## src/rtl/ptmap_pkg.sv

```systemverilog
// Shared constants and types for the four-level page-table mapper.
// Field widths, entry layout, command and status codes.
// No dependencies.
package ptmap_pkg;

  // Default size of the table frame pool
  localparam int TABLE_FRAMES_DEF = 16;

  // Table geometry
  localparam int IDX_W   = 9;
  localparam int ENTRY_W = 64;
  localparam int OFFS_W  = 12;

  // Field widths
  localparam int BASE_W   = 40;
  localparam int VA_W     = 48;
  localparam int PA_W     = 52;
  localparam int FLAGS_W  = 12;
  localparam int STATUS_W = 2;
  localparam int FIU_W    = 5;

  // Stream payload widths (whole bytes)
  localparam int IN_TDATA_W  = 112;
  localparam int OUT_TDATA_W = 8;

  // Flags written into a newly created intermediate entry
  localparam logic [OFFS_W-1:0] TABLE_ENTRY_FLAGS = 12'h007;

  // Command codes
  localparam logic CMD_MAP   = 1'b0;
  localparam logic CMD_UNMAP = 1'b1;

  // Result status codes
  typedef enum logic [STATUS_W-1:0] {
    ST_DONE     = 2'd0,
    ST_NO_FRAME = 2'd1,
    ST_MISSING  = 2'd2
  } status_t;

endpackage

```

## src/rtl/ptmap_walker.sv

```systemverilog
// Walk sequencer for the page-table mapper: clearing pass, four-level walk,
// frame allocation, leaf update and result register. Uses ptmap_pkg and
// drives the single port of ptmap_table_ram.
module ptmap_walker #(
  parameter int TABLE_FRAMES = ptmap_pkg::TABLE_FRAMES_DEF,
  parameter int AW           = $clog2(TABLE_FRAMES * 512)
) (
  input  logic                              clk,
  input  logic                              rst_n,
  // configuration
  input  logic                              cfg_we,
  input  logic [ptmap_pkg::BASE_W-1:0]      cfg_wdata,
  // command side
  input  logic                              in_valid,
  output logic                              in_ready,
  input  logic                              in_cmd,
  input  logic [ptmap_pkg::VA_W-1:0]        in_va,
  input  logic [ptmap_pkg::PA_W-1:0]        in_pa,
  input  logic [ptmap_pkg::FLAGS_W-1:0]     in_flags,
  // result side
  output logic                              out_valid,
  input  logic                              out_ready,
  output logic [ptmap_pkg::STATUS_W-1:0]    out_status,
  output logic [ptmap_pkg::FIU_W-1:0]       out_fiu,
  // table memory port
  output logic [AW-1:0]                     mem_addr,
  output logic                              mem_we,
  output logic [ptmap_pkg::ENTRY_W-1:0]     mem_wdata,
  input  logic [ptmap_pkg::ENTRY_W-1:0]     mem_rdata
);

  localparam int DEPTH = TABLE_FRAMES * 512;
  localparam int FW    = AW - ptmap_pkg::IDX_W;
  localparam int CW    = $clog2(TABLE_FRAMES + 1);
  localparam int BW    = ptmap_pkg::BASE_W;
  localparam int OW    = ptmap_pkg::OFFS_W;
  localparam int PFN_W = ptmap_pkg::ENTRY_W - OW;

  typedef enum logic [2:0] {
    S_CLEAR,
    S_IDLE,
    S_READ,
    S_EVAL,
    S_LEAF,
    S_RESP
  } state_t;

  state_t                          state_r, state_nxt;
  logic [AW-1:0]                   clr_r, clr_nxt;
  logic [1:0]                      level_r, level_nxt;
  logic [FW-1:0]                   frame_r, frame_nxt;
  logic [CW-1:0]                   used_r, used_nxt;
  logic [BW-1:0]                   base_r, base_nxt;
  logic                            cmd_r, cmd_nxt;
  logic [ptmap_pkg::VA_W-1:0]      va_r, va_nxt;
  logic [ptmap_pkg::PA_W-1:0]      pa_r, pa_nxt;
  logic [ptmap_pkg::FLAGS_W-1:0]   flags_r, flags_nxt;
  ptmap_pkg::status_t              status_r, status_nxt;
  logic                            out_valid_r, out_valid_nxt;
  ptmap_pkg::status_t              out_status_r, out_status_nxt;
  logic [ptmap_pkg::FIU_W-1:0]     out_fiu_r, out_fiu_nxt;

  logic [ptmap_pkg::IDX_W-1:0]     idx;
  logic [AW-1:0]                   slot;
  logic [PFN_W:0]                  diff;
  logic                            hit;
  logic                            pool_full;
  logic [BW-1:0]                   alloc_pfn;
  logic [ptmap_pkg::ENTRY_W-1:0]   alloc_entry;
  logic [ptmap_pkg::ENTRY_W-1:0]   leaf_entry;
  logic [CW+ptmap_pkg::FIU_W-1:0]  used_ext;

  // Pick the table index for the current level
  always_comb begin
    case (level_r)
      2'd0:    idx = va_r[47:39];
      2'd1:    idx = va_r[38:30];
      2'd2:    idx = va_r[29:21];
      default: idx = va_r[20:12];
    endcase
  end

  assign slot = {frame_r, idx};

  // Follow the entry just read: present and naming an allocated frame
  assign diff = {1'b0, mem_rdata[ptmap_pkg::ENTRY_W-1:OW]} - {{(PFN_W+1-BW){1'b0}}, base_r};
  assign hit  = mem_rdata[0] && !diff[PFN_W]
             && (diff[PFN_W-1:0] < {{(PFN_W-CW){1'b0}}, used_r});

  assign pool_full   = (used_r >= CW'(TABLE_FRAMES));
  assign alloc_pfn   = base_r + {{(BW-CW){1'b0}}, used_r};
  assign alloc_entry = {{(PFN_W-BW){1'b0}}, alloc_pfn, ptmap_pkg::TABLE_ENTRY_FLAGS};
  assign leaf_entry  = (cmd_r == ptmap_pkg::CMD_UNMAP) ? '0 :
                       {{(ptmap_pkg::ENTRY_W-ptmap_pkg::PA_W){1'b0}},
                        pa_r[ptmap_pkg::PA_W-1:OW], flags_r | OW'(1)};
  assign used_ext    = {{ptmap_pkg::FIU_W{1'b0}}, used_r};

  // Memory port: clearing sweep, walk reads, allocation and leaf writes
  always_comb begin
    mem_addr  = slot;
    mem_we    = 1'b0;
    mem_wdata = leaf_entry;
    case (state_r)
      S_CLEAR: begin
        mem_addr  = clr_r;
        mem_we    = 1'b1;
        mem_wdata = '0;
      end
      S_EVAL: begin
        mem_we    = !hit && (cmd_r == ptmap_pkg::CMD_MAP) && !pool_full;
        mem_wdata = alloc_entry;
      end
      S_LEAF: begin
        mem_we = 1'b1;
      end
      default: begin
        mem_we = 1'b0;
      end
    endcase
  end

  // Next-state and register updates
  always_comb begin
    state_nxt      = state_r;
    clr_nxt        = clr_r;
    level_nxt      = level_r;
    frame_nxt      = frame_r;
    used_nxt       = used_r;
    base_nxt       = cfg_we ? cfg_wdata : base_r;
    cmd_nxt        = cmd_r;
    va_nxt         = va_r;
    pa_nxt         = pa_r;
    flags_nxt      = flags_r;
    status_nxt     = status_r;
    out_valid_nxt  = out_valid_r && !out_ready;
    out_status_nxt = out_status_r;
    out_fiu_nxt    = out_fiu_r;

    case (state_r)
      // Sweep the table store to zero after reset
      S_CLEAR: begin
        clr_nxt = clr_r + AW'(1);
        if (clr_r == AW'(DEPTH - 1)) begin
          state_nxt = S_IDLE;
        end
      end
      // Take a command and start at the root
      S_IDLE: begin
        if (in_valid) begin
          cmd_nxt   = in_cmd;
          va_nxt    = in_va;
          pa_nxt    = in_pa;
          flags_nxt = in_flags;
          level_nxt = 2'd0;
          frame_nxt = '0;
          state_nxt = S_READ;
        end
      end
      S_READ: begin
        state_nxt = S_EVAL;
      end
      // Descend, allocate a missing level, or stop
      S_EVAL: begin
        if (hit || ((cmd_r == ptmap_pkg::CMD_MAP) && !pool_full)) begin
          if (hit) begin
            frame_nxt = diff[FW-1:0];
          end else begin
            frame_nxt = used_r[FW-1:0];
            used_nxt  = used_r + CW'(1);
          end
          level_nxt = level_r + 2'd1;
          state_nxt = (level_r == 2'd2) ? S_LEAF : S_READ;
        end else begin
          status_nxt = (cmd_r == ptmap_pkg::CMD_UNMAP) ? ptmap_pkg::ST_MISSING
                                                       : ptmap_pkg::ST_NO_FRAME;
          state_nxt  = S_RESP;
        end
      end
      S_LEAF: begin
        status_nxt = ptmap_pkg::ST_DONE;
        state_nxt  = S_RESP;
      end
      // Load the result register once it is free
      S_RESP: begin
        if (!out_valid_r || out_ready) begin
          out_valid_nxt  = 1'b1;
          out_status_nxt = status_r;
          out_fiu_nxt    = used_ext[ptmap_pkg::FIU_W-1:0];
          state_nxt      = S_IDLE;
        end
      end
      default: begin
        state_nxt = S_IDLE;
      end
    endcase
  end

  // State and registered outputs
  always_ff @(posedge clk) begin
    if (!rst_n) begin
      state_r     <= S_CLEAR;
      clr_r       <= '0;
      level_r     <= '0;
      frame_r     <= '0;
      used_r      <= CW'(1);
      base_r      <= '0;
      out_valid_r <= 1'b0;
    end else begin
      state_r     <= state_nxt;
      clr_r       <= clr_nxt;
      level_r     <= level_nxt;
      frame_r     <= frame_nxt;
      used_r      <= used_nxt;
      base_r      <= base_nxt;
      out_valid_r <= out_valid_nxt;
    end
    cmd_r        <= cmd_nxt;
    va_r         <= va_nxt;
    pa_r         <= pa_nxt;
    flags_r      <= flags_nxt;
    status_r     <= status_nxt;
    out_status_r <= out_status_nxt;
    out_fiu_r    <= out_fiu_nxt;
  end

  assign in_ready   = (state_r == S_IDLE);
  assign out_valid  = out_valid_r;
  assign out_status = out_status_r;
  assign out_fiu    = out_fiu_r;

endmodule

```

## config.mk

```make
export PLATFORM = sky130hd
export DESIGN_NAME = ptmap_walker
export DESIGN_NICKNAME = d
export VERILOG_FILES = /design/src/rtl/ptmap_pkg.sv /design/src/rtl/ptmap_walker.sv
export SDC_FILE = /design/constraint.sdc
export NUM_CORES = 1
export LEC_CHECK = 0
export BUFFER_PORTS_ARGS = -buffer_cell sky130_fd_sc_hd__buf_4
export CELL_PAD_IN_SITES_DETAIL_PLACEMENT = 1
export CELL_PAD_IN_SITES_GLOBAL_PLACEMENT = 2
export CORE_AREA = 4 4 212 173
export CTS_BUF_LIST = sky130_fd_sc_hd__clkbuf_2 sky130_fd_sc_hd__clkbuf_4 sky130_fd_sc_hd__clkbuf_8
export DETAILED_ROUTE_END_ITERATION = 7
export DIE_AREA = 0 0 216 177
export HOLD_SLACK_MARGIN = 0.08
export PLACE_DENSITY_LB_ADDON = 0.08
export SLEW_MARGIN = 40
export SYNTH_ARGS = -nofsm -noshare
export SYNTH_HDL_FRONTEND = slang
export SYNTH_SLANG_ARGS = --single-unit
```

## constraint.sdc

```tcl
create_clock -name clk -period 5 [get_ports clk]
set_input_delay 0.75 -clock clk [delete_from_list [all_inputs] [get_ports clk]]
set_output_delay 0.75 -clock clk [all_outputs]
set_load 0.01 [all_outputs]
```

After elaboration in Yosys (flattened, before gate mapping)
Index checks and enable logic that the tools add are counted.
- flip-flop bits (word level): 190
- input port bits: 222
- output and inout bits: 87
- $add $sub $neg: 5
- $lt $le $gt $ge: 2
- eq/ne operators: 13
- muxes and demuxes: 23
- bitwise operators: 2
- reductions and logical operators: 24
- operators with widths (operator ; number):
    $pmux 52 s2 ; 1
    $sub 52x40->53 ; 1
    $lt 52x5->1 ; 1
    $mux 52 ; 1
    $add 40x5->40 ; 1
    $pmux 9 s3 ; 1
    $pmux 3 s6 ; 1
    $mux 3 ; 5
    $add 13x1->13 const B ; 1
    $eq 13x13->1 const B ; 1
    $mux 13 ; 1
    $mux 4 ; 3
    $ne 2x2->1 const B ; 5
    $reduce_and 3->1 ; 3
    $mux 2 ; 4
    $pmux 2 s2 ; 2
    $pmux 4 s2 ; 1
    $eq 3x2->1 const B ; 2
    $eq 3x3->1 const B ; 2
    $logic_and 1x1->1 ; 6
    $reduce_and 2->1 ; 3
    $add 5x1->5 const B ; 1
    $ge 5x5->1 const B ; 1
    $logic_not 1->1 ; 5
    other kinds (12) ; 16

Logic depth before layout (Yosys ltp)
Gate-level depths: netlist of run 1.
- depth in word-level cells: 8
- gate-level depth with buffers: 19
- gate-level depth less buffers: 18

Worst setup path after synthesis of run 1
Ideal clock, no wire load.
- kind: input port to output port
- from: input mem_rdata[12] (netlist name)
- to: output mem_we
- arrival time: 3.956 ns
- required time: 4.250 ns
- slack: 0.294 ns
- stages: 17
- cells stage by stage: inv_1 ha_1 fa_1 nand2b_1 nand2b_1 a21oi_1 xnor2_1 ha_1 a2111oi_0 o21ai_0 nor4_1 nand4_1 nor4_2 nand4_4 nand4b_4 buf_6 a21o_1
- longest elaborated chain between the ends: 8
- elaborated cells on any way between the ends: 9
- RTL lines (what ; RTL line ; RTL):
    start, declared ; ptmap_walker.sv:29 ; input logic [ptmap_pkg::ENTRY_W-1:0] mem_rdata
    $sub 52x40->53 (*) ; ptmap_walker.sv:86 ; assign diff = {1'b0, mem_rdata[ptmap_pkg::ENTRY_W-1:OW]} - {{(PFN_W+1-BW){1'b0}}, base_r};
    parallel branches: the longest is 2 deep, another holds $lt 52x5->1 ; n/a ;
    $logic_and 1x1->1 (*) ; ptmap_walker.sv:88 ; && (diff[PFN_W-1:0] < {{(PFN_W-CW){1'b0}}, used_r});
    $logic_not 1->1 (*) ; ptmap_walker.sv:110 ; mem_we = !hit && (cmd_r == ptmap_pkg::CMD_MAP) && !pool_full;
    $logic_and 1x1->1 (*) (2 in a row) ; ptmap_walker.sv:110 ;
    $pmux 1 s2 (*) ; ptmap_walker.sv:103 ; case (state_r)
    end, declared ; ptmap_walker.sv:27 ; output logic mem_we,
Every way passes the cells marked *.

Worst setup path after layout of run 1
Ends and elaborated chain as after synthesis.

==> results.json, run 1 <==
{
  "status": "complete, no violations",
  "path_class": "in -> out",
  "rows": 61,
  "rrSetupSlack_ps": 260,
  "drive_above_1_share": 0.312,
  "crit_required_ps": 4250,
  "setup_viol": 0,
  "grt_pass1_vias": 10800,
  "fin_setup_tns_ps": 0,
  "initial_utilization": 0.317,
  "skew_ps": 23.8,
  "power_density_nw_per_um2": 232,
  "clockBufferDepth": 2,
  "detail-route-antenna-nets": 0,
  "cts_sinks": 165,
  "dr.first_iter.drc_count": 485,
  "cts_tree": "done",
  "drc": 0,
  "grt.overflow.total": 0,
  "track_usage": 0.216,
  "fp.dieW_um": 216,
  "core-area_um2": 34400,
  "yosys_warnings": 0,
  "synthFlopType": "edfxtp_1",
  "avgRoutedWirePerCell_um": 20.9,
  "synth-seq-cells": 165,
  "leakagePower_nw": 6.07,
  "min_from": "status_r[0]",
  "vias": 10500,
  "insertion_delay_ps": 480,
  "synth_compound_area_frac": 0.182,
  "clk_pin_slew_worst_paths_ps": 100,
  "hpwl_um": 34600,
  "synth_top_family_by_area": "simple AND/OR/NAND/NOR gates",
  "start_kind": "primary input",
  "vdd_ir_drop_max_mv": 0.141,
  "num_io_pins": 309,
  "tightest_slew_ps": 803,
  "yosys-mux-area-fraction": 0.0483,
  "slew_headroom": 0.465,
  "r2r-start": "base_r[29]",
  "hold_violations": 0,
  "synth-xor-area-share": 0.0554,
  "synth.area.top_cells": "edfxtp_1 (27%), dfxtp_1 (12%), ha_1 (6.4%)",
  "synth_simple_gate_area_frac": 0.202,
  "grt_antenna_before_repair": 3,
  "area_growth_pct": 35.4,
  "synth_fa_ha_area_frac": 0.0679,
  "clockRootBuffer": "clkbuf_8",
  "netlist_instances": 1227,
  "finalCritPeriodShare": 0.971,
  "startpoint": "mem_rdata[12]",
  "numCtsBuffers": 17,
  "fp.dieH_um": 177,
  "synth_cell_types": 78,
  "die_area_um2": 38200,
  "hold-worst-slack_ps": 435,
  "end_kind": "output port",
  "avgSynthCellArea_um2": 8.89,
  "layout.nets": 1846,
  "synth_edf_count": 97,
  "drtPass1Iterations": 6,
  "rsz0062_at_grt": "yes",
  "period_minus_slack_ps": 4860,
  "crit_path_max_fanout": 2,
  "worstHoldPathType": "reg -> reg",
  "worstPathArrival_ps": 4110,
  "synth_seq_area_share": 0.392,
  "syn_area_um2": 10900,
  "routabilityCongestion": 0.886,
  "maxCapViolations": 0,
  "async_reset_ff_frac": 0,
  "maxSlewViolCount": 0,
  "drt-total-wl_um": 42800,
  "synth_top_cell_area_share": 0.267,
  "htree_levels": 4,
  "grt_first_pass_wirelength_um": 64000,
  "io_buffers": 260,
  "grt_max_degree": 58,
  "synth_top_cell_by_area": "edfxtp_1",
  "timing.fmax_ghz": 0.206,
  "vias_per_cell": 5.12
}
-- layout by cell type (no fill, tap or decap), types with 13 or more instances in the layout --
| cell | netlist | routed |
|---|---|---|
| clkbuf_8 | 0 | 17 |
| o21a_1 | 13 | 13 |
| a21oi_1 | 69 | 59 |
| ha_1 | 56 | 48 |
| o21ai_1 | 10 | 13 |
| nand2_1 | 134 | 134 |
| xor2_1 | 18 | 17 |
| nand3_1 | 28 | 28 |
| xnor2_1 | 51 | 49 |
| a211oi_1 | 15 | 14 |
| inv_1 | 61 | 58 |
| buf_4 | 12 | 375 |
| and3_1 | 24 | 23 |
| nor2_1 | 122 | 121 |
| o21ai_0 | 87 | 83 |
| nand4_1 | 28 | 28 |
| nand2b_1 | 15 | 13 |
| dfxtp_1 | 68 | 63 |
| a21o_1 | 18 | 18 |
| nor3_1 | 35 | 32 |
| edfxtp_1 | 97 | 97 |
| mux2i_1 | 47 | 47 |
-- final timing paths --
check	endpoint	depth (start not counted)
max	mem_we	18
min	out_status[0]	0
max reg2reg	frame_r[1]	23
min reg2reg	out_status[0]	0
-- metal layers --
metal	vias up	global-route usage	wire length, um
li1	5130	-	-
met1	5092	0.300	20200
met2	261	0.354	19900
met3	26	0.0456	2330
met4	2	0.0411	394
met5	-	0	13
-- synthesized netlist by cell type, types with 6 or more instances --
master    number
nor4_1        13
inv_1         61
xor2_1        18
and3_1        24
nand2_1      134
a222oi_1       9
and2_1         6
ha_1          56
o21ai_0       87
a211oi_1      15
buf_2         13
o21ai_1       10
nor2_1       122
clkbuf_1      37
dfxtp_1       68
edfxtp_1      97
nand3_1       28
buf_4         12
or3_1         13
nand2b_1      15
o211ai_1      12
a21o_1        18
a31oi_1        6
a21oi_1       69
nand4_1       28
nor3_1        35
o21a_1        13
xnor2_1       51
o21bai_1       7
mux2i_1       47
-- final cells by class --
type                       instances  area, um^2
inverter                          62         235
sequential                       165        4280
antenna                            2        5.00
timing repair buffer             377        2840
tap                              472         591
fill                            4032       19700
clock buffer                      17         234
clock inverter                    15         165
multi-input combinational        943        6420
-- worst max-delay path: stages --
cell and delay (ps):
buf_6 80, inv_4 30, ha_4 150, fa_2 580, inv_2 50, ha_4 220
a21boi_2 140, o21ai_1 120, nand2b_1 80, a31oi_1 210, o211ai_1 120, nor4_1 330
nand4_1 200, nor4_4 350, nand4_4 140, nand4b_4 220, a21o_1 220, buf_6 120
-- cell families after synthesis --
logic type / count (synthesis)
xor gates and xnor gates: 69
AOI/OAI and AO/OA: 301
DFF: 165
other: 1
and+or+nand+nor: 451
muxes: 52
buffers and inverters: 130
adders and majority gates: 58
-- flip-flops by register name (all words and copies together) (netlist names), 3 cells and up --
signal   flops
base_r      40
clr_r       13
flags_r     11
frame_r      4
out_fiu      5
pa_r        40
state_r      3
used_r       5
va_r        36
-- through the flow --
stage          area, um^2  power [mW]  setup slack, ps  utilization  std cells
2_1_floorplan       10900        1.96              294            -       1238
3_3_place_gp        14000        2.35             -147        0.406       2008
3_5_place_dp        14000        2.35             -226        0.406       2008
4_1_cts             14500        3.42             5.40        0.422       2047
5_1_grt             14800        3.60            -56.7        0.429       2053
6_report            14800        3.42              144        0.429       2053
-- repair_timing --
| action | in CTS | in global routing |
|---|---|---|
| setup endpoints to repair | 1 | 5 |
| hold buffers | 0 | 0 |
| buffers inserted | 7 | 4 |
| pin swaps | 9 | 24 |
| hold endpoints to repair | 0 | 0 |
| gates resized for setup | 21 | 49 |
-- power breakdown --
part / internal [mW] / switching, mW
sequential: 1.45 / 0.0211
clock: 0.418 / 0.603
combinational: 0.424 / 0.502
(Power assumes the default switching activity.)
==> run 2, diff against run 1 <==
--- a/config.mk
+++ b/config.mk
@@ -8,12 +8,13 @@
 export BUFFER_PORTS_ARGS = -buffer_cell sky130_fd_sc_hd__buf_4
 export CELL_PAD_IN_SITES_DETAIL_PLACEMENT = 1
 export CELL_PAD_IN_SITES_GLOBAL_PLACEMENT = 2
-export CORE_AREA = 4 4 212 173
+export CORE_AREA = 4 4 190 192
 export CTS_BUF_LIST = sky130_fd_sc_hd__clkbuf_2 sky130_fd_sc_hd__clkbuf_4 sky130_fd_sc_hd__clkbuf_8
 export DETAILED_ROUTE_END_ITERATION = 7
-export DIE_AREA = 0 0 216 177
+export DIE_AREA = 0 0 194 196
 export HOLD_SLACK_MARGIN = 0.08
 export PLACE_DENSITY_LB_ADDON = 0.08
+export RECOVER_POWER = 50
 export SLEW_MARGIN = 40
 export SYNTH_ARGS = -nofsm -noshare
 export SYNTH_HDL_FRONTEND = slang
==> results.json, run 2 (same netlist as run 1, synthesis figures left out) <==
{
  "grt_max_degree": 58,
  "vdd_ir_drop_max_mv": 0.153,
  "fp.dieH_um": 196,
  "hold_buffers": 0,
  "io_buffers": 260,
  "final_common_cell": "buf_4",
  "final_cells": 2020,
  "timing.fmax_ghz": 0.202,
  "detail-route-antenna-nets": 0,
  "rows": 68,
  "numCtsBuffers": 17,
  "drc": 0,
  "start_kind": "primary input",
  "hold-worst-slack_ps": 438,
  "status": "finished, violations left",
  "track_usage": 0.214,
  "clockBufferDepth": 2,
  "clockRootBuffer": "clkbuf_8",
  "grt.overflow.total": 0,
  "maxCapViolations": 2,
  "end_kind": "output port",
  "grt_antenna_before_repair": 4,
  "routabilityCongestion": 0.861,
  "worstPathArrival_ps": 4200,
  "path_class": "in -> out",
  "avgRoutedWirePerCell_um": 20.7,
  "die_area_um2": 38000,
  "multiInputGateArea_um2": 6350,
  "leakagePower_nw": 5.93,
  "rsz0062_at_grt": "yes",
  "layout_common_cells": "buf_4 (261), nand2_1 (134), nor2_1 (121)",
  "tightest_slew_ps": 3100,
  "stdcell_area_um2": 14600,
  "layout.nets": 1831,
  "dr.first_iter.drc_count": 530,
  "grt_first_pass_wirelength_um": 63800,
  "cts_sinks": 165,
  "fp.dieW_um": 194,
  "hold_violations": 0,
  "regArea_um2": 4290,
  "dp.cells": 1983,
  "rrSetupSlack_ps": 680,
  "setup_viol": 0,
  "drtPass1Iterations": 5,
  "crit_path_max_fanout": 2,
  "area_growth_pct": 33.6,
  "place_area_um2": 13900,
  "skew_ps": 21.8,
  "top_regs": "base_r (40), pa_r (40), va_r (36)",
  "htree_levels": 4,
  "num_io_pins": 309,
  "initial_utilization": 0.317,
  "drive_above_1_share": 0.295,
  "period_minus_slack_ps": 4950,
  "hpwl_um": 33900,
  "insertion_delay_ps": 490,
  "core-area_um2": 34400,
  "power_density_nw_per_um2": 237,
  "crit_required_ps": 4250,
  "cts_tree": "done",
  "drt-total-wl_um": 41800,
  "fillers": 4104,
  "finalCritPeriodShare": 0.989,
  "vias": 10300,
  "violations": "max-capacitance violations, max-slew violations",
  "clk_pin_slew_worst_paths_ps": 90,
  "grt_pass1_vias": 11000,
  "slew_headroom": -1.07,
  "worstHoldPathType": "reg -> reg",
  "maxSlewViolCount": 103,
  "vias_per_cell": 5.11
}
-- run 2: changes by cell type in the layout (fill, tap and decap cells not counted), moves of 4 or more --
| cell | before | now |
|---|---|---|
| clkbuf_1 | 0 | 14 |
| a21oi_1 | 59 | 67 |
| a21oi_2 | 12 | 6 |
| buf_4 | 375 | 261 |
| clkbuf_4 | 0 | 86 |
| dfxtp_1 | 63 | 59 |
| dfxtp_2 | 4 | 9 |
-- run 2: path summary, 6_finish.rpt --
check,depth (start not counted),startpoint,to
setup / recovery,18,mem_rdata[12],mem_we
hold / removal,0,status_r[1],out_status[1]
setup reg to reg,19,base_r[0],frame_r[0]
hold reg to reg,0,status_r[1],out_status[1]
-- run 2: layer usage --
metal	wire length, um	track usage
met2	20700	0.372
met4	734	0.0513
met3	1760	0.0412
met5	31	0
met1	18600	0.276
-- run 2: report_power, final --
part           leakage [nW]  total (mW)  switching, mW  internal [mW]
Clock                 0.228        1.10          0.577          0.520
Sequential             1.44        1.48         0.0225           1.46
Combinational          4.26       0.880          0.480          0.400
-- run 2: timing repair --
item                                    in CTS  in global routing
endpoints found under the setup margin       1                  2
pin swaps                                    7                 13
buffers inserted                             1                  3
cloned                                       0                  0
resized for setup                           17                 40
-- run 2: per-stage QoR --
step,utilization,worst slack [ps],setup TNS (ps),power (mW)
CTS,0.419,1.13,0,3.48
detailed placement,0.404,-283,-283,2.35
floorplan,-,294,0,1.96
finish,0.424,52.9,0,3.45
global placement,0.404,-245,-245,2.34
global route,0.424,-84.0,-84.0,3.64
-- run 2: final cells by class --
class / count / share of cell area
antenna: 1 / 0.000172
clock buffer: 17 / 0.0161
clock inverter: 15 / 0.0145
inverter: 62 / 0.0160
multi-input combinational: 943 / 0.436
sequential: 165 / 0.294
tap: 455 / 0.0391
timing repair buffer: 362 / 0.184
-- run 2: worst max-delay path, cell delays in order --
cell and delay, ps:
buf_4 80, inv_1 30, ha_1 210, fa_2 550
inv_1 50, ha_1 250, a21boi_0 120, o21ai_0 180
nand2b_1 90, a31oi_2 250, o211ai_1 150, nor4_2 330
nand4_1 200, nor4_4 220, nand4_4 130, nand4b_4 250
a21o_1 200, buf_4 140
